**src/rtl/msc_pkg.sv**
```systemverilog
// shared types and constants for the merge sort block
`timescale 1ns / 1ps
`default_nettype none
package msc_pkg;

   localparam int DATA_W = 32;
   localparam int CMP_W  = 16;

   typedef enum logic [3:0] {
      ST_LOAD,
      ST_SORT,
      ST_FRAME,
      ST_MRG_RD,
      ST_MRG_LD,
      ST_MRG_CMP,
      ST_COPY,
      ST_POP,
      ST_EMIT_RD,
      ST_EMIT_WAIT
   } state_type;

   // what the segment on top of the stack still needs
   typedef enum logic [1:0] {
      PH_FIRST,
      PH_SECOND,
      PH_MERGE
   } phase_type;

endpackage
`default_nettype wire

```
**src/rtl/msc_ram.sv**
```systemverilog
// generic single write port ram with registered read
`timescale 1ns / 1ps
`default_nettype none
module msc_ram #(
   parameter int WIDTH = 32,
   parameter int DEPTH = 64,
   localparam int AddrW = (DEPTH > 1) ? $clog2(DEPTH) : 1
) (
   input  wire logic                  clock,
   input  wire logic                  we,
   input  wire logic [AddrW-1:0]      waddr,
   input  wire logic [WIDTH-1:0]      wdata,
   input  wire logic [AddrW-1:0]      raddr,
   output      logic [WIDTH-1:0]      rdata
);
   logic [WIDTH-1:0] mem_ff [DEPTH];
   logic [WIDTH-1:0] rdata_ff;

   always_ff @(posedge clock) begin
      if (we) begin
         mem_ff[waddr] <= wdata;
      end
      rdata_ff <= mem_ff[raddr];
   end

   assign rdata = rdata_ff;

endmodule
`default_nettype wire

```
**src/rtl/merge_sort_with_compare_count.sv**
```systemverilog
// stable top-down merge sort of signed words with a merge comparison count
//
//   channel | dir | ports                                              | takes
//   req     | in  | req_valid req_stall req_value req_last_in          | one element
//   rsp     | out | rsp_valid rsp_stall rsp_sorted_value rsp_last_out   | one sorted element
//           |     | rsp_comparisons rsp_dropped                        |
//
// loading accepts one element per cycle; req_stall is low only while loading.
// the sort walks segments with an explicit stack; each merged element passes
// a compare state, then the next head of its run, if any, is fetched from the element
// ram (single read port) through a read and a load state; merged runs are copied
// back from the buffer ram, and each result goes out via a read and a wait state.
// reset is synchronous and clears the set; rams need no clearing.
// a stalled result holds its output register; emission waits until it drains.
`timescale 1ns / 1ps
`default_nettype none
module merge_sort_with_compare_count #(
   parameter int MAX_ITEMS = 64
) (
   input  wire logic                           clock,
   input  wire logic                           reset,
   input  wire logic                           req_valid,
   output      logic                           req_stall,
   input  wire logic signed [msc_pkg::DATA_W-1:0] req_value,
   input  wire logic                           req_last_in,
   output      logic                           rsp_valid,
   input  wire logic                           rsp_stall,
   output      logic signed [msc_pkg::DATA_W-1:0] rsp_sorted_value,
   output      logic                           rsp_last_out,
   output      logic [msc_pkg::CMP_W-1:0]      rsp_comparisons,
   output      logic                           rsp_dropped
);
   localparam int AW = (MAX_ITEMS > 1) ? $clog2(MAX_ITEMS) : 1;
   localparam int LW = $clog2(MAX_ITEMS + 1);
   localparam int SD = AW + 1;
   localparam int SW = $clog2(SD);
   localparam int DW = msc_pkg::DATA_W;
   localparam int CW = msc_pkg::CMP_W;

   msc_pkg::state_type state_ff, state_in;

   logic [LW-1:0] count_ff, count_in;
   logic [CW-1:0] cmp_ff, cmp_in;
   logic          ovf_ff, ovf_in;

   // top frame of the segment stack, rest in stk_*
   logic [LW-1:0]      top_lo_ff, top_lo_in;
   logic [LW-1:0]      top_len_ff, top_len_in;
   msc_pkg::phase_type top_ph_ff, top_ph_in;
   logic [SW-1:0]      sp_ff, sp_in;
   logic [LW-1:0]      stk_lo_ff [SD];
   logic [LW-1:0]      stk_len_ff [SD];
   msc_pkg::phase_type stk_ph_ff [SD];
   logic               stk_we;
   msc_pkg::phase_type stk_wph;

   logic [LW-1:0] i_ff, i_in, j_ff, j_in, k_ff, k_in, cw_ff, cw_in;
   logic [DW-1:0] head_a_ff, head_a_in, head_b_ff, head_b_in;
   logic          sel_b_ff, sel_b_in, init_ff, init_in, cp_vld_ff, cp_vld_in;

   logic                 rsp_valid_ff, rsp_valid_in;
   logic [DW-1:0]        rsp_value_ff, rsp_value_in;
   logic                 rsp_last_ff, rsp_last_in;
   logic [CW-1:0]        rsp_cmp_ff, rsp_cmp_in;
   logic                 rsp_drop_ff, rsp_drop_in;

   logic          st_we, bf_we;
   logic [AW-1:0] st_waddr, st_raddr, bf_waddr, bf_raddr;
   logic [DW-1:0] st_wdata, st_rdata, bf_wdata, bf_rdata;

   logic [LW:0]   len_p1;
   logic [LW-1:0] first, second, mid, end_j, k_nx, copy_addr;
   logic [SW-1:0] sp_top;
   logic          a_live, b_live, take_a, k_last, out_free, emit_last, has_room;

   assign len_p1    = {1'b0, top_len_ff} + {{LW{1'b0}}, 1'b1};
   assign first     = len_p1[LW:1];
   assign second    = top_len_ff - first;
   assign mid       = top_lo_ff + first;
   assign end_j     = top_lo_ff + top_len_ff;
   assign k_nx      = k_ff + LW'(1);
   assign copy_addr = top_lo_ff + cw_ff;
   assign sp_top    = sp_ff - SW'(1);
   assign a_live    = i_ff < mid;
   assign b_live    = j_ff < end_j;
   // ties go to the first run to keep the sort stable
   assign take_a    = a_live && (!b_live || ($signed(head_a_ff) <= $signed(head_b_ff)));
   assign k_last    = k_nx == top_len_ff;
   assign out_free  = !rsp_valid_ff || !rsp_stall;
   assign emit_last = k_nx == count_ff;
   assign has_room  = count_ff < LW'(MAX_ITEMS);

   msc_ram #(.WIDTH(DW), .DEPTH(MAX_ITEMS)) u_store (
      .clock (clock),
      .we    (st_we),
      .waddr (st_waddr),
      .wdata (st_wdata),
      .raddr (st_raddr),
      .rdata (st_rdata)
   );

   msc_ram #(.WIDTH(DW), .DEPTH(MAX_ITEMS)) u_buffer (
      .clock (clock),
      .we    (bf_we),
      .waddr (bf_waddr),
      .wdata (bf_wdata),
      .raddr (bf_raddr),
      .rdata (bf_rdata)
   );

   // next state
   always_comb begin
      state_in = state_ff;
      unique case (state_ff)
         msc_pkg::ST_LOAD: begin
            if (req_valid && req_last_in) begin
               state_in = msc_pkg::ST_SORT;
            end
         end
         msc_pkg::ST_SORT: begin
            state_in = (count_ff <= LW'(1)) ? msc_pkg::ST_EMIT_RD : msc_pkg::ST_FRAME;
         end
         msc_pkg::ST_FRAME: begin
            if (top_ph_ff == msc_pkg::PH_MERGE) begin
               state_in = msc_pkg::ST_MRG_RD;
            end
         end
         msc_pkg::ST_MRG_RD: state_in = msc_pkg::ST_MRG_LD;
         msc_pkg::ST_MRG_LD: begin
            state_in = init_ff ? msc_pkg::ST_MRG_RD : msc_pkg::ST_MRG_CMP;
         end
         msc_pkg::ST_MRG_CMP: begin
            if (k_last) begin
               state_in = msc_pkg::ST_COPY;
            end else if (take_a && ((i_ff + LW'(1)) < mid)) begin
               state_in = msc_pkg::ST_MRG_RD;
            end else if (!take_a && ((j_ff + LW'(1)) < end_j)) begin
               state_in = msc_pkg::ST_MRG_RD;
            end
         end
         msc_pkg::ST_COPY: begin
            if (k_ff >= top_len_ff) begin
               state_in = msc_pkg::ST_POP;
            end
         end
         msc_pkg::ST_POP: begin
            state_in = (sp_ff == '0) ? msc_pkg::ST_EMIT_RD : msc_pkg::ST_FRAME;
         end
         msc_pkg::ST_EMIT_RD: state_in = msc_pkg::ST_EMIT_WAIT;
         msc_pkg::ST_EMIT_WAIT: begin
            if (out_free) begin
               state_in = emit_last ? msc_pkg::ST_LOAD : msc_pkg::ST_EMIT_RD;
            end
         end
         default: state_in = msc_pkg::ST_LOAD;
      endcase
   end

   // datapath and ram controls
   always_comb begin
      count_in   = count_ff;
      cmp_in     = cmp_ff;
      ovf_in     = ovf_ff;
      top_lo_in  = top_lo_ff;
      top_len_in = top_len_ff;
      top_ph_in  = top_ph_ff;
      sp_in      = sp_ff;
      stk_we     = 1'b0;
      stk_wph    = msc_pkg::PH_SECOND;
      i_in       = i_ff;
      j_in       = j_ff;
      k_in       = k_ff;
      cw_in      = cw_ff;
      head_a_in  = head_a_ff;
      head_b_in  = head_b_ff;
      sel_b_in   = sel_b_ff;
      init_in    = init_ff;
      cp_vld_in  = cp_vld_ff;
      st_we      = 1'b0;
      st_waddr   = count_ff[AW-1:0];
      st_wdata   = req_value;
      st_raddr   = k_ff[AW-1:0];
      bf_we      = 1'b0;
      bf_waddr   = k_ff[AW-1:0];
      bf_wdata   = take_a ? head_a_ff : head_b_ff;
      bf_raddr   = k_ff[AW-1:0];
      rsp_valid_in = rsp_valid_ff && rsp_stall;
      rsp_value_in = rsp_value_ff;
      rsp_last_in  = rsp_last_ff;
      rsp_cmp_in   = rsp_cmp_ff;
      rsp_drop_in  = rsp_drop_ff;

      unique case (state_ff)
         msc_pkg::ST_LOAD: begin
            if (req_valid) begin
               if (has_room) begin
                  st_we    = 1'b1;
                  count_in = count_ff + LW'(1);
               end else begin
                  ovf_in = 1'b1;
               end
            end
         end
         msc_pkg::ST_SORT: begin
            top_lo_in  = '0;
            top_len_in = count_ff;
            top_ph_in  = msc_pkg::PH_FIRST;
            sp_in      = '0;
            k_in       = '0;
         end
         msc_pkg::ST_FRAME: begin
            unique case (top_ph_ff)
               msc_pkg::PH_FIRST: begin
                  if (first > LW'(1)) begin
                     stk_we     = 1'b1;
                     stk_wph    = msc_pkg::PH_SECOND;
                     sp_in      = sp_ff + SW'(1);
                     top_len_in = first;
                  end else begin
                     top_ph_in = msc_pkg::PH_SECOND;
                  end
               end
               msc_pkg::PH_SECOND: begin
                  if (second > LW'(1)) begin
                     stk_we     = 1'b1;
                     stk_wph    = msc_pkg::PH_MERGE;
                     sp_in      = sp_ff + SW'(1);
                     top_lo_in  = mid;
                     top_len_in = second;
                     top_ph_in  = msc_pkg::PH_FIRST;
                  end else begin
                     top_ph_in = msc_pkg::PH_MERGE;
                  end
               end
               msc_pkg::PH_MERGE: begin
                  i_in     = top_lo_ff;
                  j_in     = mid;
                  k_in     = '0;
                  sel_b_in = 1'b0;
                  init_in  = 1'b1;
               end
               default: top_ph_in = msc_pkg::PH_FIRST;
            endcase
         end
         msc_pkg::ST_MRG_RD: begin
            st_raddr = sel_b_ff ? j_ff[AW-1:0] : i_ff[AW-1:0];
         end
         msc_pkg::ST_MRG_LD: begin
            st_raddr = sel_b_ff ? j_ff[AW-1:0] : i_ff[AW-1:0];
            if (sel_b_ff) begin
               head_b_in = st_rdata;
            end else begin
               head_a_in = st_rdata;
            end
            if (init_ff) begin
               sel_b_in = 1'b1;
               init_in  = 1'b0;
            end
         end
         msc_pkg::ST_MRG_CMP: begin
            bf_we = 1'b1;
            if (a_live && b_live && (cmp_ff != '1)) begin
               cmp_in = cmp_ff + CW'(1);
            end
            if (take_a) begin
               i_in = i_ff + LW'(1);
            end else begin
               j_in = j_ff + LW'(1);
            end
            sel_b_in = !take_a;
            if (k_last) begin
               k_in      = '0;
               cp_vld_in = 1'b0;
            end else begin
               k_in = k_nx;
            end
         end
         msc_pkg::ST_COPY: begin
            // read buffer at k, write the previous entry back to the store
            st_we    = cp_vld_ff;
            st_waddr = copy_addr[AW-1:0];
            st_wdata = bf_rdata;
            if (k_ff < top_len_ff) begin
               cp_vld_in = 1'b1;
               cw_in     = k_ff;
               k_in      = k_nx;
            end else begin
               cp_vld_in = 1'b0;
            end
         end
         msc_pkg::ST_POP: begin
            if (sp_ff != '0) begin
               top_lo_in  = stk_lo_ff[sp_top];
               top_len_in = stk_len_ff[sp_top];
               top_ph_in  = stk_ph_ff[sp_top];
               sp_in      = sp_top;
            end else begin
               k_in = '0;
            end
         end
         msc_pkg::ST_EMIT_RD: begin
            st_raddr = k_ff[AW-1:0];
         end
         msc_pkg::ST_EMIT_WAIT: begin
            st_raddr = k_ff[AW-1:0];
            if (out_free) begin
               rsp_valid_in = 1'b1;
               rsp_value_in = st_rdata;
               rsp_last_in  = emit_last;
               rsp_cmp_in   = cmp_ff;
               rsp_drop_in  = ovf_ff;
               k_in         = k_nx;
               if (emit_last) begin
                  count_in = '0;
                  cmp_in   = '0;
                  ovf_in   = 1'b0;
               end
            end
         end
         default: begin
            cp_vld_in = 1'b0;
         end
      endcase
   end

   always_ff @(posedge clock) begin
      if (reset) begin
         state_ff     <= msc_pkg::ST_LOAD;
         count_ff     <= '0;
         cmp_ff       <= '0;
         ovf_ff       <= 1'b0;
         sp_ff        <= '0;
         cp_vld_ff    <= 1'b0;
         init_ff      <= 1'b0;
         rsp_valid_ff <= 1'b0;
      end else begin
         state_ff     <= state_in;
         count_ff     <= count_in;
         cmp_ff       <= cmp_in;
         ovf_ff       <= ovf_in;
         sp_ff        <= sp_in;
         cp_vld_ff    <= cp_vld_in;
         init_ff      <= init_in;
         rsp_valid_ff <= rsp_valid_in;
      end
   end

   always_ff @(posedge clock) begin
      top_lo_ff    <= top_lo_in;
      top_len_ff   <= top_len_in;
      top_ph_ff    <= top_ph_in;
      i_ff         <= i_in;
      j_ff         <= j_in;
      k_ff         <= k_in;
      cw_ff        <= cw_in;
      head_a_ff    <= head_a_in;
      head_b_ff    <= head_b_in;
      sel_b_ff     <= sel_b_in;
      rsp_value_ff <= rsp_value_in;
      rsp_last_ff  <= rsp_last_in;
      rsp_cmp_ff   <= rsp_cmp_in;
      rsp_drop_ff  <= rsp_drop_in;
      if (stk_we) begin
         stk_lo_ff[sp_ff]  <= top_lo_ff;
         stk_len_ff[sp_ff] <= top_len_ff;
         stk_ph_ff[sp_ff]  <= stk_wph;
      end
   end

   assign req_stall        = state_ff != msc_pkg::ST_LOAD;
   assign rsp_valid        = rsp_valid_ff;
   assign rsp_sorted_value = rsp_value_ff;
   assign rsp_last_out     = rsp_last_ff;
   assign rsp_comparisons  = rsp_cmp_ff;
   assign rsp_dropped      = rsp_drop_ff;

endmodule
`default_nettype wire

```
**config.mk**
```make
export PLATFORM = sky130hd
export DESIGN_NAME = merge_sort_with_compare_count
export DESIGN_NICKNAME = d
export VERILOG_FILES = /design/src/rtl/msc_pkg.sv /design/src/rtl/msc_ram.sv /design/src/rtl/merge_sort_with_compare_count.sv
export SDC_FILE = /design/constraint.sdc
export NUM_CORES = 2
export LEC_CHECK = 0
export BUFFER_PORTS_ARGS = -buffer_cell sky130_fd_sc_hd__buf_2
export CORE_ASPECT_RATIO = 1.5
export CORE_MARGIN = 3
export CORE_UTILIZATION = 55
export DETAILED_ROUTE_END_ITERATION = 16
export MAX_ROUTING_LAYER = met4
export PLACE_DENSITY = 0.73
export SLEW_MARGIN = 0
export SYNTH_ARGS = -nofsm -noshare
export SYNTH_HDL_FRONTEND = slang
export SYNTH_MEMORY_MAX_BITS = 65536
export SYNTH_SLANG_ARGS = --single-unit
```
**constraint.sdc**
```tcl
create_clock -name clock -period 6.8 [get_ports clock]
set_input_delay 1.36 -clock clock [delete_from_list [all_inputs] [get_ports clock]]
set_output_delay 1.36 -clock clock [all_outputs]
set_load 0.005 [all_outputs]
```
# Word-level counts from Yosys, hierarchy flattened
# Memory sizes are Yosys's and may differ from the RTL's. A register that Yosys moved wholly into a read port is not among the register bits.
# Index checks and enable logic that the tools add are counted.
dict set report word_totals {
  output_inout_bits 52
  memories 5
  ramBits 4208
  in_bits 37
  ff_bits 192
}
# name depth width read_ports rd_ports_with_merged_regs write_ports line
set memory_table {}
lappend memory_table {u_buffer.mem_ff 64 32 1 1 1 msc_ram.sv:16} ;# logic [WIDTH-1:0] mem_ff [DEPTH];
lappend memory_table {u_store.mem_ff 64 32 1 1 1 msc_ram.sv:16}
lappend memory_table {stk_len_ff 7 7 1 0 1 merge_sort_with_compare_count.sv:52} ;# logic [LW-1:0] stk_len_ff [SD];
lappend memory_table {stk_lo_ff 7 7 1 0 1 merge_sort_with_compare_count.sv:51} ;# logic [LW-1:0] stk_lo_ff [SD];
lappend memory_table {stk_ph_ff 7 2 1 0 1 merge_sort_with_compare_count.sv:53} ;# msc_pkg::phase_type stk_ph_ff [SD];
dict set report classes {
  reduce_logical 44
  add_sub_neg 12
  n_lt_le_gt_ge 11
  muxes 89
  eq_ne 38
  bitwise 2
}
# cell n
set op_table {}
lappend op_table {{2-to-1 mux 7 bit} 19}
lappend op_table {{2-to-1 mux 32 bit} 2}
lappend op_table {{one-hot mux 7 bit (2 select lines)} 4}
lappend op_table {{2-to-1 mux 16 bit} 3}
lappend op_table {{one-hot mux 7 bit (3 select lines)} 2}
lappend op_table {{one-hot mux 7 bit (6 select lines)} 1}
lappend op_table {{2-to-1 mux 4 bit} 10}
lappend op_table {{one-hot mux 4 bit (10 select lines)} 1}
lappend op_table {{!= test 2 bit, second input constant} 19}
lappend op_table {{less-than comparator 7 bit} 5}
lappend op_table {{<= comparator 32 bit} 1}
lappend op_table {{one-hot mux 16 bit (2 select lines)} 1}
lappend op_table {{adder 7 x 1 -> 7 bit, second input constant} 4}
lappend op_table {{AND reduction 5 bit} 5}
lappend op_table {{2-to-1 mux 1 bit} 23}
lappend op_table {{2-to-1 mux 6 bit} 3}
lappend op_table {{adder 16 x 1 -> 16 bit, second input constant} 1}
lappend op_table {{== test 4 x 3 -> 1 bit, second input constant} 4}
lappend op_table {{!= test 16 bit, second input constant} 1}
lappend op_table {{adder 7 bit} 2}
lappend op_table {{== test 7 bit} 2}
lappend op_table {{> comparator 7 x 1 -> 1 bit, second input constant} 2}
lappend op_table {{2-to-1 mux 2 bit} 6}
lappend op_table {{2-to-1 mux 3 bit} 4}
lappend op_table {{37 further kinds} 71}

# Longest topological paths before layout
dict set report logic_depth {
  word_depth 11
  ltp_mapped 19
  depth_no_buf 18
}

# Cells and area by module
# From an unflattened synthesis, not the netlist that was laid out.
dict set report unflattened {
  hier_cells 8047
  area_unflattened_um2 172774.5
}
# module n_inst area_per_inst_um2 cells_each
set by_module_without_submodules {}
lappend by_module_without_submodules {{msc_ram (u_store)} 1 78515.3 3324}
lappend by_module_without_submodules {{msc_ram (u_buffer)} 1 78512.8 3324}
lappend by_module_without_submodules {merge_sort_with_compare_count 1 15746.4 1399}

# Least setup slack after synthesis
# OpenSTA, ideal clock, no wires.
dict set report synth_path {
  path_type {flip-flop to flip-flop}
  start {register top_len_ff[0]}
  end {memory u_buffer.mem_ff[0][0], data pin}
  required_time_ps 6098
  path_stages_with_launch 18
  arrival_time_ps 6552
  path_buffers 2
  setup_slack_ps -454
  cell_sequence {edfxtp_1 ha_1 buf_4 xor2_1 xor2_1 ha_1 inv_1 a311oi_2 nor2_1 xor2_1 ha_1 or2_2 and3_1 o211a_1 o31ai_2 o211ai_4 buf_2 o21ai_0}
}
dict set report synth_via {
  elab_chain_cells 6
  elab_cells_between_ends 9
}
# item line
set synth_rtl {}
lappend synth_rtl {{start: declaration} merge_sort_with_compare_count.sv:48} ;# logic [LW-1:0] top_len_ff, top_len_in;
lappend synth_rtl {{start signal: assignment} merge_sort_with_compare_count.sv:350} ;# top_len_ff <= top_len_in;
lappend synth_rtl {{parallel branches: the longest is 4 deep, another holds adder 7 x 1 -> 8 bit} n/a}
lappend synth_rtl {{logical AND 1 bit *} merge_sort_with_compare_count.sv:87} ;# assign take_a = a_live && (!b_live || ($signed(head_a_ff) <= $signed(head_b_ff)));
lappend synth_rtl {{2-to-1 mux 32 bit *} merge_sort_with_compare_count.sv:185} ;# bf_wdata = take_a ? head_a_ff : head_b_ff;
lappend synth_rtl {{net bf_wdata[0]} merge_sort_with_compare_count.sv:69} ;# logic [DW-1:0] st_wdata, st_rdata, bf_wdata, bf_rdata;
lappend synth_rtl {{end: declaration} msc_ram.sv:16}
# Mark *: on every way through the listed nets, which the timed path passes.

# Worst setup path after layout
dict set report layout_path {
  start {register top_len_ff[2]}
  end {memory u_buffer.mem_ff[14][0], data pin}
}
# The elaborated chain is that of the path after synthesis.

==> run summary <==
Synth top area share: 77.6%
Post-Layout Inst Area: 190,000 um^2
Post-Syn Area per Cell: 19.8 um^2
Synth top cells by count: edfxtp_1 (4,366), a22oi_1 (858), mux4_2 (528)
Core area: 305,000 um^2
Num CTS Buffers: 398
Final hold vios: 0
Total grt overflow: 0
P&R area growth vs syn: 12.3%
Fmax: 168 MHz
Seq pwr share: 42.6%
Number of synthesized flops with an enable pin: 4,366
Chip Height: 685 um
Ys flop type: edfxtp_1
Syn nets: 8,661
Post-synthesis adder-cell area fraction: 0.694%
Top-count cell post-synth: edfxtp_1
Htree depth: 5
Final min period: 5.96 ns
Tcrit/Tclk final: 87.7%
Clk pwr share: 26.7%
M1 WL: 156,000 um
Synth Area in Simple Gates: 2.23%
Vias: 92,200
Hold path startpoint: ovf_ff
Drt pass-1 iters: 9
NumNets Final: 8,980
Multiplexer share of the synthesized area: 9.79%
LEAKAGE: 0.0598 uW
Final setup vio count: 0
Initial Util: 55.4%
Internal cell power: 57,000 uW
Number of gates resized after CTS: 0
Fill cell count: 20,100
Crit start category: flip-flop
Compound-cell area share of the yosys netlist: 6.90%
Max-cap viol count: 0
DP HPWL: 279,000 um
Initial antenna violation count: 34
Worst EP arrival: 6.51 ns
Ports: 89
Buffers on Ports: 88
DR WL/cell: 37.3 um
Uppermost layer routed: met4
Total GRT Usage: 31.9%
Worst hold stages: 0
Setup WS post-layout: 0.839 ns
Mapped Cells: 8,533
Netlist Area Pre-Place: 169,000 um^2
TritonCTS clock tree: done
Max-slew violations: 0
Clock-pin slew on the worst setup and hold paths: 0.07 ns
Largest net degree at the start of global routing: 129
Worst Max-Slew Pin Slew: 1.35 ns
CP Data Required Time: 7.35 ns
Seq cells post-synth: 4,464
CTS Sinks: 4,464
Crit. Startpoint: top_len_ff[2]
Register area share after synthesis: 78.7%
Die area: 314,000 um^2
Post-Place Worst Slack: 0.872 ns
P per Cell Area: 451 nW/um^2
Status: finished clean
YS warnings: 0
DRT antenna net count: 0
Synth unique cells: 81
First-pass GRT wire length: 685,000 um
Fin cells: 13,200
Worst r2r src: top_len_ff[2]
Kind of critical path: reg -> reg
Setup TNS: 0 ns
Logic pwr share: 30.7%
Yosys top cell by area: edfxtp_1
Area of the multi-input gates: 35,000 um^2
Met2 WL: 242,000 um
Hold Crit Class: reg -> reg
Drt drc: 0
Worst Path Max Fanout: 64
Register area: 133,000 um^2
CP Capture Type: flip-flop
Vias per inst: 6.98
Chip width: 459 um
Peak supply drop: 486 uV
Worst hold slack: 0.455 ns
Clock buffer depth: 4
Dpl cell area: 177,000 um^2
Setup Fix Bufs, Post-CTS: 0
Row cnt: 248
CTS root buf: clkbuf_16
Vias in the first global route: 90,800
Placed cell count: 12,500
Xor/xnor share of the synthesized area: 0.376%
Layout cell share with drive strength beyond 1: 20.0%
Switching power share of the total: 33.3%
Gpl congestion: 0.926
RSZ-0062 raised after global routing: no
Largest family of logic cells by synthesized area: multiplexers
CTS Hold Buffers Added: 0
Reg2reg path depth: 15
Max_slew headroom: 9.83%
Met3 Routed Length: 56,600 um
Clock Latency Late Sink: 0.97 ns
Post-Route WL: 493,000 um
FFs w/ async S/R, synth: 0%
Net Switching: 28,500 uW
Worst Clk Skew: 0.122 ns
DRT iter0 DRCs: 14,400
Synth area leaders: edfxtp_1 (78%), mux4_2 (7.0%), a22oi_1 (3.8%)
-- final timing paths --
path / to / slack, ns
max: u_buffer.mem_ff[14][0] / 0.84
min: rsp_dropped / 0.45
max reg2reg: u_buffer.mem_ff[14][0] / 0.84
min reg2reg: rsp_dropped / 0.45
-- kinds of logic (layout without fill, tap and decap cells) --
logic type | after synthesis | count (layout)
other | 0 | 26
buffers and inverters | 563 | 1207
xor gates and xnor gates | 67 | 67
AOI/OAI and AO/OA | 1608 | 1608
adders and majority gates | 93 | 93
DFF | 4464 | 4464
and+or+nand+nor | 758 | 758
muxes | 980 | 980
-- final cells by class --
type / instances / area share (%)
tap: 4000 / 2.64
multi-input combinational: 3506 / 18.5
timing repair buffer: 409 / 1.71
sequential: 4464 / 70.1
inverter: 73 / 0.144
antenna: 26 / 0.0343
clock buffer: 457 / 5.45
clock inverter: 268 / 1.47
-- worst max-delay path: stages, from the launching register on --
cell and delay (ns):
edfxtp_1 0.85, nand3_1 0.27, xnor2_1 0.23, ha_1 0.39
inv_1 0.06, a311oi_2 0.25, nor2_1 0.10, xor2_1 0.33
ha_1 0.30, or2_2 0.29, and3_1 0.19, o211a_1 0.25
o31ai_2 0.42, o211ai_4 0.13, buf_4 0.36, o21ai_4 1.11
-- power by group through the flow --
stage	Combinational, uW	Sequential [uW]	Clock [uW]
3_5_place_dp	25900	36900	0
2_1_floorplan	16600	36200	0
3_3_place_gp	25400	36900	0
4_1_cts	26000	36300	23000
5_1_grt	27600	36400	24100
6_report	26300	36400	22900
-- placed cells by master (no fill, tap or decap), types with 90 or more instances in the layout --
master / synthesis / final
nand4_1: 169 / 169
a22oi_1: 858 / 858
nand2_1: 150 / 150
a221oi_1: 106 / 106
a22o_1: 99 / 99
buf_4: 3 / 289
mux2_2: 102 / 90
mux2i_1: 349 / 347
dfxtp_1: 98 / 97
clkbuf_16: 0 / 404
mux4_2: 528 / 528
nor2_1: 233 / 98
nor2_4: 0 / 131
edfxtp_1: 4366 / 4366
a31oi_1: 117 / 117
a21oi_1: 206 / 205
-- through the flow --
step | total power [uW] | util, %
floorplan | 52800 | -
global placement | 62200 | 57.9
detailed placement | 62800 | 57.9
CTS | 85300 | 62.2
global route | 88100 | 62.2
finish | 85600 | 62.2
-- state kept, by name, summed over array words and instances (netlist names), 14 cells and up --
signal and cells:
u_buffer.rdata 32, stk_ph_ff 14, stk_len_ff 49, rsp_sorted_value 32, stk_lo_ff 49, u_store.rdata 32, rsp_comparisons 16, head_b_ff 32
head_a_ff 32, u_buffer.mem_ff 2048, cmp_ff 16, u_store.mem_ff 2048
-- metal layers --
metal	up-vias	track usage, %
met3	1721	7.08
met4	0	20.5
li1	36400	-
met2	6952	50.8
met1	47100	36.9
met5	-	-
Power figures use the tool's default switching activity.
